## config.mk

```make
export PLATFORM = sky130hd
export DESIGN_NAME = ais_position_report_nmea_encoder
export DESIGN_NICKNAME = d
export VERILOG_FILES = /design/src/rtl/aisenc_pkg.sv /design/src/rtl/aisenc_pack.sv /design/src/rtl/ais_position_report_nmea_encoder.sv
export SDC_FILE = /design/constraint.sdc
export NUM_CORES = 1
export LEC_CHECK = 0
export ABC_AREA = 1
export BUFFER_PORTS_ARGS = -buffer_cell sky130_fd_sc_hd__buf_2
export CAP_MARGIN = 10
export CELL_PAD_IN_SITES_DETAIL_PLACEMENT = 1
export CELL_PAD_IN_SITES_GLOBAL_PLACEMENT = 1
export CORE_ASPECT_RATIO = 1.25
export CORE_MARGIN = 2
export CORE_UTILIZATION = 47
export DETAILED_ROUTE_END_ITERATION = 8
export PLACE_DENSITY = 0.84
export REMOVE_ABC_BUFFERS = 1
export SKIP_CTS_REPAIR_TIMING = 1
export SLEW_MARGIN = 40
export SYNTH_ARGS = -nofsm -noshare
export SYNTH_HDL_FRONTEND = slang
export SYNTH_SLANG_ARGS = --single-unit
```

## constraint.sdc

```tcl
create_clock -name clk_i -period 5.4 [get_ports clk_i]
set_input_delay 0.54 -clock clk_i [delete_from_list [all_inputs] [get_ports clk_i]]
set_output_delay 0.54 -clock clk_i [all_outputs]
set_load 0.1 [all_outputs]
```

## src/rtl/aisenc_pkg.sv

```systemverilog
// Shared types, constants and character helpers for the AIS position report encoder.
package aisenc_pkg;

  localparam int unsigned MsgBits      = 168;
  localparam int unsigned SentLen      = 49;
  localparam int unsigned IdxW         = 6;
  localparam int unsigned InDataW      = 120;

  localparam logic signed [27:0] LonLimit = 28'sd108000000;
  localparam logic signed [27:0] LonNone  = 28'sd108600000;
  localparam logic signed [26:0] LatLimit = 27'sd54000000;
  localparam logic signed [26:0] LatNone  = 27'sd54600000;
  localparam logic [15:0] SogMax   = 16'd1022;
  localparam logic [9:0]  SogNone  = 10'd1023;
  localparam logic [11:0] CogNone  = 12'd3600;
  localparam logic [8:0]  HdgNone  = 9'd511;
  localparam logic [15:0] Recip10  = 16'd52429;

  typedef struct packed {
    logic [5:0]         utc_second;
    logic [11:0]        course_tenths;
    logic signed [26:0] lat_units;
    logic signed [27:0] lon_units;
    logic [15:0]        speed_tenths;
    logic [29:0]        vessel_id;
  } report_t;

  function automatic logic [7:0] head_char(input logic [3:0] i);
    logic [7:0] c;
    case (i)
      4'd0:    c = "!";
      4'd1:    c = "A";
      4'd2:    c = "I";
      4'd3:    c = "V";
      4'd4:    c = "D";
      4'd5:    c = "M";
      4'd6:    c = ",";
      4'd7:    c = "1";
      4'd8:    c = ",";
      4'd9:    c = "1";
      4'd10:   c = ",";
      4'd11:   c = ",";
      4'd12:   c = "A";
      4'd13:   c = ",";
      default: c = ",";
    endcase
    return c;
  endfunction

  function automatic logic [7:0] armor(input logic [5:0] v);
    logic [7:0] c;
    if (v < 6'd40) begin
      c = {2'b00, v} + 8'd48;
    end else begin
      c = {2'b00, v} + 8'd56;
    end
    return c;
  endfunction

  function automatic logic [7:0] hex_digit(input logic [3:0] n);
    logic [7:0] c;
    if (n < 4'd10) begin
      c = 8'd48 + {4'b0000, n};
    end else begin
      c = 8'd55 + {4'b0000, n};
    end
    return c;
  endfunction

endpackage

```

## src/rtl/aisenc_pack.sv

```systemverilog
// Builds the 168-bit AIS type 1 message from one registered vessel report.
module aisenc_pack (
  input  aisenc_pkg::report_t             rep_i,
  output logic [aisenc_pkg::MsgBits-1:0]  msg_o
);

  logic [9:0]         sog;
  logic signed [27:0] lon;
  logic signed [26:0] lat;
  logic [11:0]        cog;
  logic [27:0]        prod;
  logic [8:0]         hdg;

  always_comb begin
    if (rep_i.speed_tenths > aisenc_pkg::SogMax) begin
      sog = aisenc_pkg::SogNone;
    end else begin
      sog = rep_i.speed_tenths[9:0];
    end

    if (rep_i.lon_units < -aisenc_pkg::LonLimit || rep_i.lon_units > aisenc_pkg::LonLimit) begin
      lon = aisenc_pkg::LonNone;
    end else begin
      lon = rep_i.lon_units;
    end

    if (rep_i.lat_units < -aisenc_pkg::LatLimit || rep_i.lat_units > aisenc_pkg::LatLimit) begin
      lat = aisenc_pkg::LatNone;
    end else begin
      lat = rep_i.lat_units;
    end

    prod = {16'b0, rep_i.course_tenths} * {12'b0, aisenc_pkg::Recip10};
    if (rep_i.course_tenths >= aisenc_pkg::CogNone) begin
      cog = aisenc_pkg::CogNone;
      hdg = aisenc_pkg::HdgNone;
    end else begin
      cog = rep_i.course_tenths;
      hdg = prod[27:19];
    end

    msg_o = {6'd1, 2'd0, rep_i.vessel_id, 4'd0, 8'd0, sog, 1'b1, lon, lat, cog, hdg,
             rep_i.utc_second, 2'd0, 3'd0, 1'b0, 19'd0};
  end

endmodule

```

## src/rtl/ais_position_report_nmea_encoder.sv

```systemverilog
// Top level: AIS type 1 position report to NMEA AIVDM sentence, one byte per word.
// Each report accepted on the slave side yields the 49-byte sentence
// "!AIVDM,1,1,,A,<28 payload chars>,0*HH" CR LF on the master side, one byte per
// cycle while m_axis_tready holds no stall, with tlast on the line feed. A report
// passes an input register, is packed into a 168-bit message register and is then
// shifted out through an output register while the checksum builds up byte by byte.
// The serialiser sets the pace: sentences follow with no gap when the next report
// is waiting, and it stays in the input register while the current sentence drains.
module ais_position_report_nmea_encoder (
  input  logic         clk_i,
  input  logic         rst_ni,
  input  logic         s_axis_tvalid,
  output logic         s_axis_tready,
  // vessel_id[29:0], speed_tenths[45:30], lon_units[73:46], lat_units[100:74],
  // course_tenths[112:101], utc_second[118:113], zero fill [119]
  input  logic [119:0] s_axis_tdata,
  output logic         m_axis_tvalid,
  input  logic         m_axis_tready,
  // out_char[7:0]
  output logic [7:0]   m_axis_tdata,
  output logic         m_axis_tlast
);

  localparam int unsigned IdxW = aisenc_pkg::IdxW;
  localparam logic [IdxW-1:0] IdxFirstBody = 6'd1;
  localparam logic [IdxW-1:0] IdxPayload   = 6'd14;
  localparam logic [IdxW-1:0] IdxPayEnd    = 6'd41;
  localparam logic [IdxW-1:0] IdxComma     = 6'd42;
  localparam logic [IdxW-1:0] IdxZero      = 6'd43;
  localparam logic [IdxW-1:0] IdxStar      = 6'd44;
  localparam logic [IdxW-1:0] IdxHexHi     = 6'd45;
  localparam logic [IdxW-1:0] IdxHexLo     = 6'd46;
  localparam logic [IdxW-1:0] IdxCr        = 6'd47;
  localparam logic [IdxW-1:0] IdxLf        = 6'd48;

  logic                             in_valid_q;
  aisenc_pkg::report_t              in_rep_q;
  logic                             msg_valid_q;
  logic [aisenc_pkg::MsgBits-1:0]   msg_q;
  logic [aisenc_pkg::MsgBits-1:0]   msg_packed;
  logic [IdxW-1:0]                  idx_q;
  logic [7:0]                       sum_q;
  logic                             out_valid_q;
  logic [7:0]                       out_char_q;
  logic                             out_last_q;

  logic       out_free;
  logic       emit;
  logic       msg_done;
  logic       msg_load;
  logic [7:0] cur_char;

  aisenc_pack u_pack (
    .rep_i (in_rep_q),
    .msg_o (msg_packed)
  );

  assign out_free      = !out_valid_q || m_axis_tready;
  assign emit          = msg_valid_q && out_free;
  assign msg_done      = emit && (idx_q == IdxLf);
  assign msg_load      = in_valid_q && (!msg_valid_q || msg_done);
  assign s_axis_tready = !in_valid_q || msg_load;

  assign m_axis_tvalid = out_valid_q;
  assign m_axis_tdata  = out_char_q;
  assign m_axis_tlast  = out_last_q;

  always_comb begin
    if (idx_q < IdxPayload) begin
      cur_char = aisenc_pkg::head_char(idx_q[3:0]);
    end else if (idx_q <= IdxPayEnd) begin
      cur_char = aisenc_pkg::armor(msg_q[aisenc_pkg::MsgBits-1 -: 6]);
    end else begin
      case (idx_q)
        IdxComma: cur_char = ",";
        IdxZero:  cur_char = "0";
        IdxStar:  cur_char = "*";
        IdxHexHi: cur_char = aisenc_pkg::hex_digit(sum_q[7:4]);
        IdxHexLo: cur_char = aisenc_pkg::hex_digit(sum_q[3:0]);
        IdxCr:    cur_char = 8'h0D;
        default:  cur_char = 8'h0A;
      endcase
    end
  end

  always_ff @(posedge clk_i or negedge rst_ni) begin
    if (!rst_ni) begin
      in_valid_q  <= 1'b0;
      msg_valid_q <= 1'b0;
      idx_q       <= '0;
      sum_q       <= '0;
      out_valid_q <= 1'b0;
    end else begin
      if (s_axis_tvalid && s_axis_tready) begin
        in_valid_q <= 1'b1;
      end else if (msg_load) begin
        in_valid_q <= 1'b0;
      end

      if (msg_load) begin
        msg_valid_q <= 1'b1;
        idx_q       <= '0;
        sum_q       <= '0;
      end else if (emit) begin
        if (msg_done) begin
          msg_valid_q <= 1'b0;
          idx_q       <= '0;
        end else begin
          idx_q <= idx_q + 1'b1;
        end
        if (idx_q >= IdxFirstBody && idx_q <= IdxZero) begin
          sum_q <= sum_q ^ cur_char;
        end
      end

      if (emit) begin
        out_valid_q <= 1'b1;
      end else if (m_axis_tready) begin
        out_valid_q <= 1'b0;
      end
    end
  end

  always_ff @(posedge clk_i) begin
    if (s_axis_tvalid && s_axis_tready) begin
      in_rep_q <= aisenc_pkg::report_t'(s_axis_tdata[118:0]);
    end
    if (msg_load) begin
      msg_q <= msg_packed;
    end else if (emit && idx_q >= IdxPayload && idx_q <= IdxPayEnd) begin
      msg_q <= {msg_q[aisenc_pkg::MsgBits-7:0], 6'd0};
    end
    if (emit) begin
      out_char_q <= cur_char;
      out_last_q <= (idx_q == IdxLf);
    end
  end

endmodule

```

==> results_dict.tcl, run 1 <==
set metrics [dict create \
    crit_chain "inv_1, ha_1, inv_1, fa_1, fa_1, inv_1, fa_1, inv_1, fa_1, inv_1, ha_1, a21o_1, a21boi_0, o21ai_0, nor2_1, nand2_1, nand2_1, nand3_1, nand2_1, inv_1" \
    dieHeight_um 206 \
    timing.final.hold_violations 0 \
    ant_nets 0 \
    fin_skew_ns 0.0187 \
    cts_tree "done" \
    setup_viol 0 \
    synthTopCellsByArea "edfxtp_1 49%, nand2_1 10%, ha_1 7.7%" \
    drtPass1Iterations 7 \
    synth_top_area_share_pct 48.8 \
    vias 11500 \
    layout.nets 1945 \
    core-area_mm2 0.0320 \
    synth_ff_type "edfxtp_1" \
    worstPathMaxFanout 4 \
    routed-wl-met3_um 1450 \
    slowest_delay_ns 0.54 \
    die_w_um 165 \
    grt_max_degree 67 \
    overflow 0 \
    setup_ws_ns 0.407 \
    relSlewSlack_pct 57.8 \
    cp-end-kind "flop" \
    grt_pass1_vias 12700 \
    path_clk_slew_ns 0.08 \
    start_kind "flop" \
    pre_cts_ws_ns 0.485 \
    rsz0062_at_grt "no" \
    antenna_found_initial 1 \
    syn-instance-count 1547 \
    syn_area_per_cell_um2 9.90 \
    wl_met1_um 15200 \
    num_rows 73 \
    cp_data_arrival_time_ns 5.32 \
    fmax_mhz 200 \
    track_usage_pct 25.5 \
    place_inst 2064 \
    grt_first_pass_wirelength_um 66400 \
    period_needed_ns 4.99 \
    hold_class "primary input to flop" \
    io_buffers 132 \
    mappedNetlistArea_mm2 0.0153 \
    wl_met2_um 23000 \
    ys_types 50 \
    dp_hpwl_um 30100 \
    cts-root-buf "clkbuf_16" \
    synth_top_cell_by_area "edfxtp_1" \
    yosys_warnings 0 \
    instances_no_fill 2122 \
    period_share_pct 92.5 \
    clk_latency_ns 0.58 \
    ios 135 \
    cpLargestDelayFamily "adder cells" \
    fillCellCount 3641 \
    path_class "flop to flop" \
    cts_buffers 30 \
    synth_edf_count 249 \
    clock_sinks 286 \
    via_per_inst 5.41 \
    wl_per_cell_um 19.7 \
    place_congestion 0.960 \
    drc 0 \
    initial_core_util_pct 47.9 \
    tns_ns 0 \
    worst_pin_slew_ns 0.632 \
    drt_iter0_drc 700 \
    crit_path_top_delay_cell "fa_1" \
    status "completed" \
    cap_violations 0 \
    hold_ws_ns 0.131 \
    synthToLayoutAreaGrowth_pct 13.9 \
    crit_buf_inv 6 \
    slew_violations 0 \
    ys_seq_elements 286 \
    clockBufferDepth 3 \
    async_flop_share_pct 5.59 \
    top_layer "met4" \
    cpMostUsedCell "inv_1" \
    cp.required_ns 5.73 \
    drive_gt1_share_pct 12.8 \
    postRouteWirelength_um 41800 \
    h-tree-depth 1 \
    ys_seq_area_share_pct 54.2 \
    dieArea_mm2 0.0340 \
]
routing by layer:
layer	track usage [%]	vias up
met1	27.0	5695
li1	-	5406
met5	0	-
met4	12.7	0
met3	3.06	115
met2	49.2	266
path summary, 6_finish.rpt:
path | endpoint | slack [ns] | cells after the start | start
worst max-delay path | msg_q[36] | 0.41 | 20 | in_rep_q[108]
worst min-delay path | in_rep_q[49] | 0.13 | 1 | s_axis_tdata[49]
worst max register to register | msg_q[36] | 0.41 | 20 | in_rep_q[108]
worst min register to register | msg_q[163] | 0.46 | 2 | msg_q[157]
max in group asynchronous | idx_q[2] | 4.60 | 2 | rst_ni
min in group asynchronous | sum_q[2] | 0.48 | 2 | rst_ni
synth_stat cells (15+ instances only):
library cell and number:
nand4_1 22, a21oi_1 43, dfrtp_1 16, o21ai_1 19, o21ai_0 95, inv_1 218
edfxtp_1 249, buf_4 15, ha_1 94, fa_1 42, nand3_1 72, nand2_1 419
nor2_1 108, dfxtp_1 21
sequential cells by signal (all words and copies together), names as in the netlist:
signal	cells
idx_q	6
in_rep_q	119
m_axis_tdata	7
m_axis_tlast	1
sum_q	7
in_valid_q	1
msg_valid_q	1
msg_q	143
m_axis_tvalid	1
logic make-up (layout without fill, tap and decap cells):
kind of cell	count (synthesis)	in the layout	share of synthesized area, %
fa+ha+maj	136	136	13.2
other cells	1	2	0.0245
xor+xnor	5	5	0.286
flops	286	286	54.2
simple gates	660	660	18.0
buf+inv	261	423	7.20
compound gates	198	198	7.10
worst reg2reg max path, delay by kind of cell, from the launching register on:
family,cells,cell delay [ns]
AO/OA/AOI/OAI,3,0.63
flip-flops,1,0.49
AND/OR/NAND/NOR,5,0.47
adder cells (fa/ha/maj),6,2.71
buffers and inverters,6,0.49
stage by stage:
stage                     utilization (%)  instance area, µm²
after floorplan                         -               15000
after global placement               51.1               16400
after detailed placement             51.1               16400
after CTS                            54.5               17400
after global routing                 54.5               17400
final                                54.5               17400
cell usage in the layout, fill, tap and decap left out, types with 16 or more instances in the layout:
cell type  count
a21oi_1       43
buf_2        132
clkbuf_16     31
dfrtp_1       16
dfxtp_1       21
edfxtp_1     249
fa_1          42
ha_1          94
inv_1        217
nand2_1      418
nand3_1       72
nand4_1       22
nor2_1       108
o21ai_0       95
o21ai_1       19
final cells by class:
cell class / instances / area (µm²) / area share [%]
Sequential cell: 286 / 8300 / 47.6
Tap cell: 412 / 515 / 2.96
Inverter: 221 / 840 / 4.81
Multi-Input combinational cell: 1000 / 5920 / 34.0
Clock buffer: 35 / 791 / 4.54
Clock inverter: 21 / 273 / 1.56
Antenna cell: 1 / 2.50 / 0.0144
Timing Repair Buffer: 146 / 793 / 4.55
Power of run 1 is not shown: default switching activity piles up to over one toggle a cycle in this logic, so the estimate is an artifact.
==> run 2, diff against run 1 <==
--- a/config.mk
+++ b/config.mk
@@ -9,12 +9,12 @@
 export BUFFER_PORTS_ARGS = -buffer_cell sky130_fd_sc_hd__buf_2
 export CAP_MARGIN = 10
 export CELL_PAD_IN_SITES_DETAIL_PLACEMENT = 1
-export CELL_PAD_IN_SITES_GLOBAL_PLACEMENT = 1
+export CELL_PAD_IN_SITES_GLOBAL_PLACEMENT = 2
 export CORE_ASPECT_RATIO = 1.25
 export CORE_MARGIN = 2
-export CORE_UTILIZATION = 47
+export CORE_UTILIZATION = 39
 export DETAILED_ROUTE_END_ITERATION = 8
-export PLACE_DENSITY = 0.84
+export PLACE_DENSITY = 0.85
 export REMOVE_ABC_BUFFERS = 1
 export SKIP_CTS_REPAIR_TIMING = 1
 export SLEW_MARGIN = 40
==> results_dict.tcl, run 2 (same netlist as run 1, synthesis figures left out) <==
set metrics [dict create \
    fillCellCount 4468 \
    multiInputGateArea_mm2 0.00593 \
    worst_pin_slew_ns 0.771 \
    drtPass1Iterations 5 \
    synthToLayoutAreaGrowth_pct 14.2 \
    r2r_start "in_rep_q[111]" \
    critical_path.endpoint "msg_q[37]" \
    clockBufferDepth 3 \
    start_kind "flop" \
    crit_path_top_delay_cell "fa_1" \
    fin_skew_ns 0.0109 \
    num_rows 81 \
    crit_path_start "in_rep_q[111]" \
    period_needed_ns 4.97 \
    cpMostUsedCell "nand2_1" \
    track_usage_pct 19.6 \
    largest_register_ffs 143 \
    timing.reg2reg.setup_slack_ns 0.43 \
    fmax_mhz 201 \
    antenna_found_initial 1 \
    drt_iter0_drc 476 \
    rsz0062_at_grt "no" \
    ios 135 \
    cts_tree "done" \
    core-area_mm2 0.0389 \
    clk_latency_ns 0.57 \
    cts-root-buf "clkbuf_16" \
    cp_data_arrival_time_ns 5.28 \
    worst-path-stages 22 \
    drive_gt1_share_pct 12.5 \
    overflow 0 \
    cp.required_ns 5.71 \
    h-tree-depth 1 \
    vias 11100 \
    grt_max_degree 101 \
    initial_core_util_pct 39.3 \
    path_class "flop to flop" \
    crit_buf_inv 5 \
    grt_first_pass_wirelength_um 62900 \
    hold_class "primary input to flop" \
    layout.nets 1944 \
    reg2regPathDepth 22 \
    dieHeight_um 226 \
    r2r_end "msg_q[37]" \
    num_antenna_cells 0 \
    io_buffers 132 \
    ant_nets 0 \
    relSlewSlack_pct 48.6 \
    instances_no_fill 2206 \
    timing.final.hold_violations 0 \
    place_inst 2148 \
    via_per_inst 5.02 \
    dieArea_mm2 0.0409 \
    drc 0 \
    die_w_um 181 \
    final-seq-area_mm2 0.00830 \
    final_cell_mix "418 x nand2_1, 249 x edfxtp_1, 217 x inv_1, 132 x buf_2, 108 x nor2_1" \
    reg_top3 "msg_q: 143 flops, in_rep_q: 119 flops" \
    path_clk_slew_ns 0.06 \
    wl_per_cell_um 17.8 \
    cp-end-kind "flop" \
    cpLargestDelayFamily "adder cells" \
    slew_violations 0 \
    postRouteWirelength_um 39400 \
    crit_chain "inv_1, ha_1, fa_1, fa_1, inv_1, fa_1, inv_1, fa_1, inv_1, ha_1, nand2_1, inv_1, nand3_1, nor2_1, nand2_1, nand2_1, nor2_1, nand2_1, nand2_1, nand2_1, o21ai_0, nand2_1" \
    regMostFlops "msg_q" \
    cts_buffers 31 \
    status "completed" \
    period_share_pct 92.0 \
    dp_hpwl_um 29500 \
    final_common_cell "nand2_1" \
    worstPathMaxFanout 5 \
    setup_viol 0 \
    grt_pass1_vias 11900 \
    clock_sinks 286 \
    slowest_delay_ns 0.59 \
    cap_violations 0 \
    place_congestion 0.889 \
]
==> run 2: cell types whose count changed in the layout (fill, tap and decap cells not counted) <==
cell / before / now
clkbuf_8: 0 / 4
inv_4: 1 / 2
clkinv_4: 1 / 0
inv_6: 4 / 2
diode_2: 1 / 0
buf_4: 11 / 9
clkinvlp_4: 0 / 2
inv_8: 1 / 0
a21oi_4: 0 / 1
clkbuf_1: 4 / 8
a21oi_2: 1 / 0
clkinv_2: 9 / 6
bufinv_16: 6 / 3
==> run 2: how the worst min path moves through the flow <==
stage,from,to,depth (start not counted)
2_1_floorplan,rst_ni,idx_q[0],0
3_3_place_gp,msg_q[117],msg_q[123],2
3_5_place_dp,msg_q[101],msg_q[107],2
4_1_cts,rst_ni,sum_q[5],1
5_1_grt,s_axis_tdata[4],in_rep_q[4],1
6_report,s_axis_tdata[35],in_rep_q[35],1
==> run 2: area by class of cell <==
cell class,count,area share (%)
repair buffers,144,4.45
clock buffers,43,4.92
well taps,498,3.56
clock inverters,14,0.859
inverters,221,4.81
multi-input cells,1000,33.9
flip-flops and latches,286,47.5
==> run 2: routing by layer <==
layer	global-route usage [%]	vias to the layer above	part of all wire, %
li1	-	5402	-
met2	38.9	151	55
met3	2.39	77	2.7
met4	7.84	2	3.9
met1	21.0	5446	38
met5	0	-	0.023
==> run 2: worst register-to-register path, delay by kind of cell (launching register included) <==
| family | cells | cell delay (ns) |
|---|---|---|
| DFF | 1 | 0.49 |
| AOI/OAI and AO/OA | 1 | 0.16 |
| and+or+nand+nor | 10 | 0.92 |
| adders and majority gates | 6 | 2.83 |
| buffers and inverters | 5 | 0.33 |
==> run 2: stage by stage <==
step                      worst slack [ns]  setup TNS (ns)  utilization (%)  instance area [µm²]  hold WS [ns]
after floorplan                     -0.252           -8.05                -                15000         0.244
after global placement               0.515               0             42.3                16400         0.426
after detailed placement             0.481               0             42.3                16500         0.443
after CTS                            0.426               0             44.9                17500        -0.103
after global routing                0.0543               0             44.9                17500         0.120
final                                0.434               0             44.9                17500         0.144
Power of run 2 is left out for the same reason.
==> run 3, diff against run 2 <==
--- a/config.mk
+++ b/config.mk
@@ -5,16 +5,15 @@
 export SDC_FILE = /design/constraint.sdc
 export NUM_CORES = 1
 export LEC_CHECK = 0
-export ABC_AREA = 1
 export BUFFER_PORTS_ARGS = -buffer_cell sky130_fd_sc_hd__buf_2
 export CAP_MARGIN = 10
 export CELL_PAD_IN_SITES_DETAIL_PLACEMENT = 1
 export CELL_PAD_IN_SITES_GLOBAL_PLACEMENT = 2
 export CORE_ASPECT_RATIO = 1.25
 export CORE_MARGIN = 2
-export CORE_UTILIZATION = 39
+export CORE_UTILIZATION = 41
 export DETAILED_ROUTE_END_ITERATION = 8
-export PLACE_DENSITY = 0.85
+export PLACE_DENSITY = 0.84
 export REMOVE_ABC_BUFFERS = 1
 export SKIP_CTS_REPAIR_TIMING = 1
 export SLEW_MARGIN = 40
==> results_dict.tcl, run 3 <==
set metrics [dict create \
    timing.final.hold_violations 0 \
    ys_seq_area_share_pct 56.6 \
    drc 0 \
    path_class "flop to flop" \
    cellPowerDensity_mw_per_mm2 343 \
    status "completed" \
    pre_cts_ws_ns 0.180 \
    ant_nets 0 \
    wl_per_cell_um 20.1 \
    cap_violations 0 \
    path_clk_slew_ns 0.07 \
    drt_iter0_drc 489 \
    fillCellCount 3767 \
    ir_drop_v 0.000226 \
    hold_class "primary input to flop" \
    ios 135 \
    num_rows 77 \
    core-area_mm2 0.0354 \
    placed_area_mm2 0.0158 \
    cts_buffers 30 \
    track_usage_pct 19.4 \
    place_congestion 0.850 \
    final_cell_mix "249 x edfxtp_1, 143 x nand2_1, 132 x buf_2, 111 x inv_1, 94 x ha_1" \
    multiInputGateArea_mm2 0.00571 \
    cpLargestDelayFamily "adder cells" \
    drtPass1Iterations 5 \
    largest_register_ffs 143 \
    ys_seq_elements 286 \
    final_common_cell "edfxtp_1" \
    synth_commonest_cells "249 x edfxtp_1, 143 x nand2_1, 111 x inv_1, 94 x ha_1, 73 x a22o_1" \
    io_buffers 132 \
    die_w_um 173 \
    via_per_inst 5.44 \
    yosys_warnings 0 \
    slowest_delay_ns 0.60 \
    synth_top_cell_by_area "edfxtp_1" \
    final-seq-area_mm2 0.00830 \
    crit_path_start "in_rep_q[106]" \
    fin_skew_ns 0.0193 \
    synth_ff_type "edfxtp_1" \
    setup_ws_ns 0.357 \
    dp_hpwl_um 25800 \
    final_util_pct 47.5 \
    initial_core_util_pct 41.5 \
    synth_top_area_share_pct 51.0 \
    syn_area_per_cell_um2 12.5 \
    finalInstanceArea_mm2 0.0168 \
    cts-root-buf "clkbuf_16" \
    slew_violations 0 \
    crit_path_top_delay_cell "fa_1" \
    synthToLayoutAreaGrowth_pct 14.4 \
    synth_edf_count 249 \
    syn-instance-count 1178 \
    synthTopCellsByArea "edfxtp_1 51%, ha_1 8.0%, fa_1 5.7%" \
    async_flop_share_pct 5.59 \
    grt_pass1_vias 10700 \
    cp.required_ns 5.71 \
    ys_types 86 \
    clock_sinks 286 \
    period_needed_ns 5.04 \
    period_share_pct 93.4 \
    fmax_mhz 198 \
    cts_tree "done" \
    setup_viol 0 \
    worst_pin_slew_ns 0.813 \
    grt_first_pass_wirelength_um 57900 \
    synth_most_common_cell "edfxtp_1" \
    cp_data_arrival_time_ns 5.35 \
    grt_max_degree 81 \
    relSlewSlack_pct 45.8 \
    drive_gt1_share_pct 16.0 \
    layout.nets 1572 \
    p_leak_nw 6.69 \
    clk_latency_ns 0.56 \
    crit_buf_inv 4 \
    dieHeight_um 215 \
    p_total_mw 5.76 \
    antenna_found_initial 1 \
    h-tree-depth 1 \
    crit_chain "inv_1, ha_1, inv_1, fa_1, fa_1, fa_1, fa_1, inv_1, ha_1, o21ai_0, a22oi_1, o211ai_1, buf_4, a211oi_1, o211ai_1, a31o_1" \
    tns_ns 0 \
    clockBufferDepth 3 \
    postRouteWirelength_um 36400 \
    worstPathMaxFanout 5 \
    start_kind "flop" \
    regMostFlops "msg_q" \
    overflow 0 \
    reg_top3 "msg_q: 143 flops, in_rep_q: 119 flops" \
    min_from "s_axis_tdata[104]" \
    cpMostUsedCell "fa_1" \
    dieArea_mm2 0.0373 \
    mappedNetlistArea_mm2 0.0147 \
    vias 9843 \
    r2r_start "in_rep_q[106]" \
    cp-end-kind "flop" \
]
-- run 3: metrics by stage --
stage               instances  hold WS, ns
floorplan                1128        0.244
global placement         1746        0.430
detailed placement       1747        0.447
CTS                      1802       -0.100
global route             1810        0.133
finish                   1811        0.151
-- run 3: final cells by class --
cell class                      count  share of cell area, %
Antenna cell                        2                 0.0298
Clock buffer                       36                   4.79
Clock inverter                     19                  0.715
Inverter                          112                   2.50
Multi-Input combinational cell    730                   34.0
Sequential cell                   286                   49.4
Tap cell                          474                   3.53
Timing Repair Buffer              152                   5.02
-- run 3: cells by family after synthesis --
family | after synthesis | share of synthesized area [%]
buf+inv | 162 | 4.66
simple gates | 281 | 9.50
xor+xnor | 7 | 0.418
fa+ha+maj | 136 | 13.7
compound gates | 293 | 14.3
other cells | 1 | 0.0256
mux | 12 | 0.836
flops | 286 | 56.6
-- run 3: final timing paths --
| check | cells after the start | slack (ns) | to |
|---|---|---|---|
| hold reg to reg | 2 | 0.44 | msg_q[160] |
| hold / removal | 1 | 0.15 | in_rep_q[104] |
| max in group asynchronous | 2 | 4.64 | sum_q[3] |
| setup / recovery | 16 | 0.36 | msg_q[37] |
| setup reg to reg | 16 | 0.36 | msg_q[37] |
| min in group asynchronous | 2 | 0.46 | idx_q[3] |
-- run 3: routing by layer --
layer | vias up | GRT usage (%) | part of all wire (%)
li1 | 4645 | - | -
met1 | 4928 | 23.8 | 41
met2 | 197 | 35.5 | 53
met3 | 73 | 2.31 | 3.4
met4 | 0 | 6.33 | 2.9
met5 | - | 0 | 0
-- run 3: power breakdown --
part,total [mW],leakage [nW],internal (mW),switching (mW)
Clock,1.95,0.447,1.10,0.845
Sequential,2.85,2.65,2.67,0.183
Combinational,0.959,3.59,0.332,0.626
Total,5.76,6.69,4.11,1.65
(Power assumes the default switching activity.)
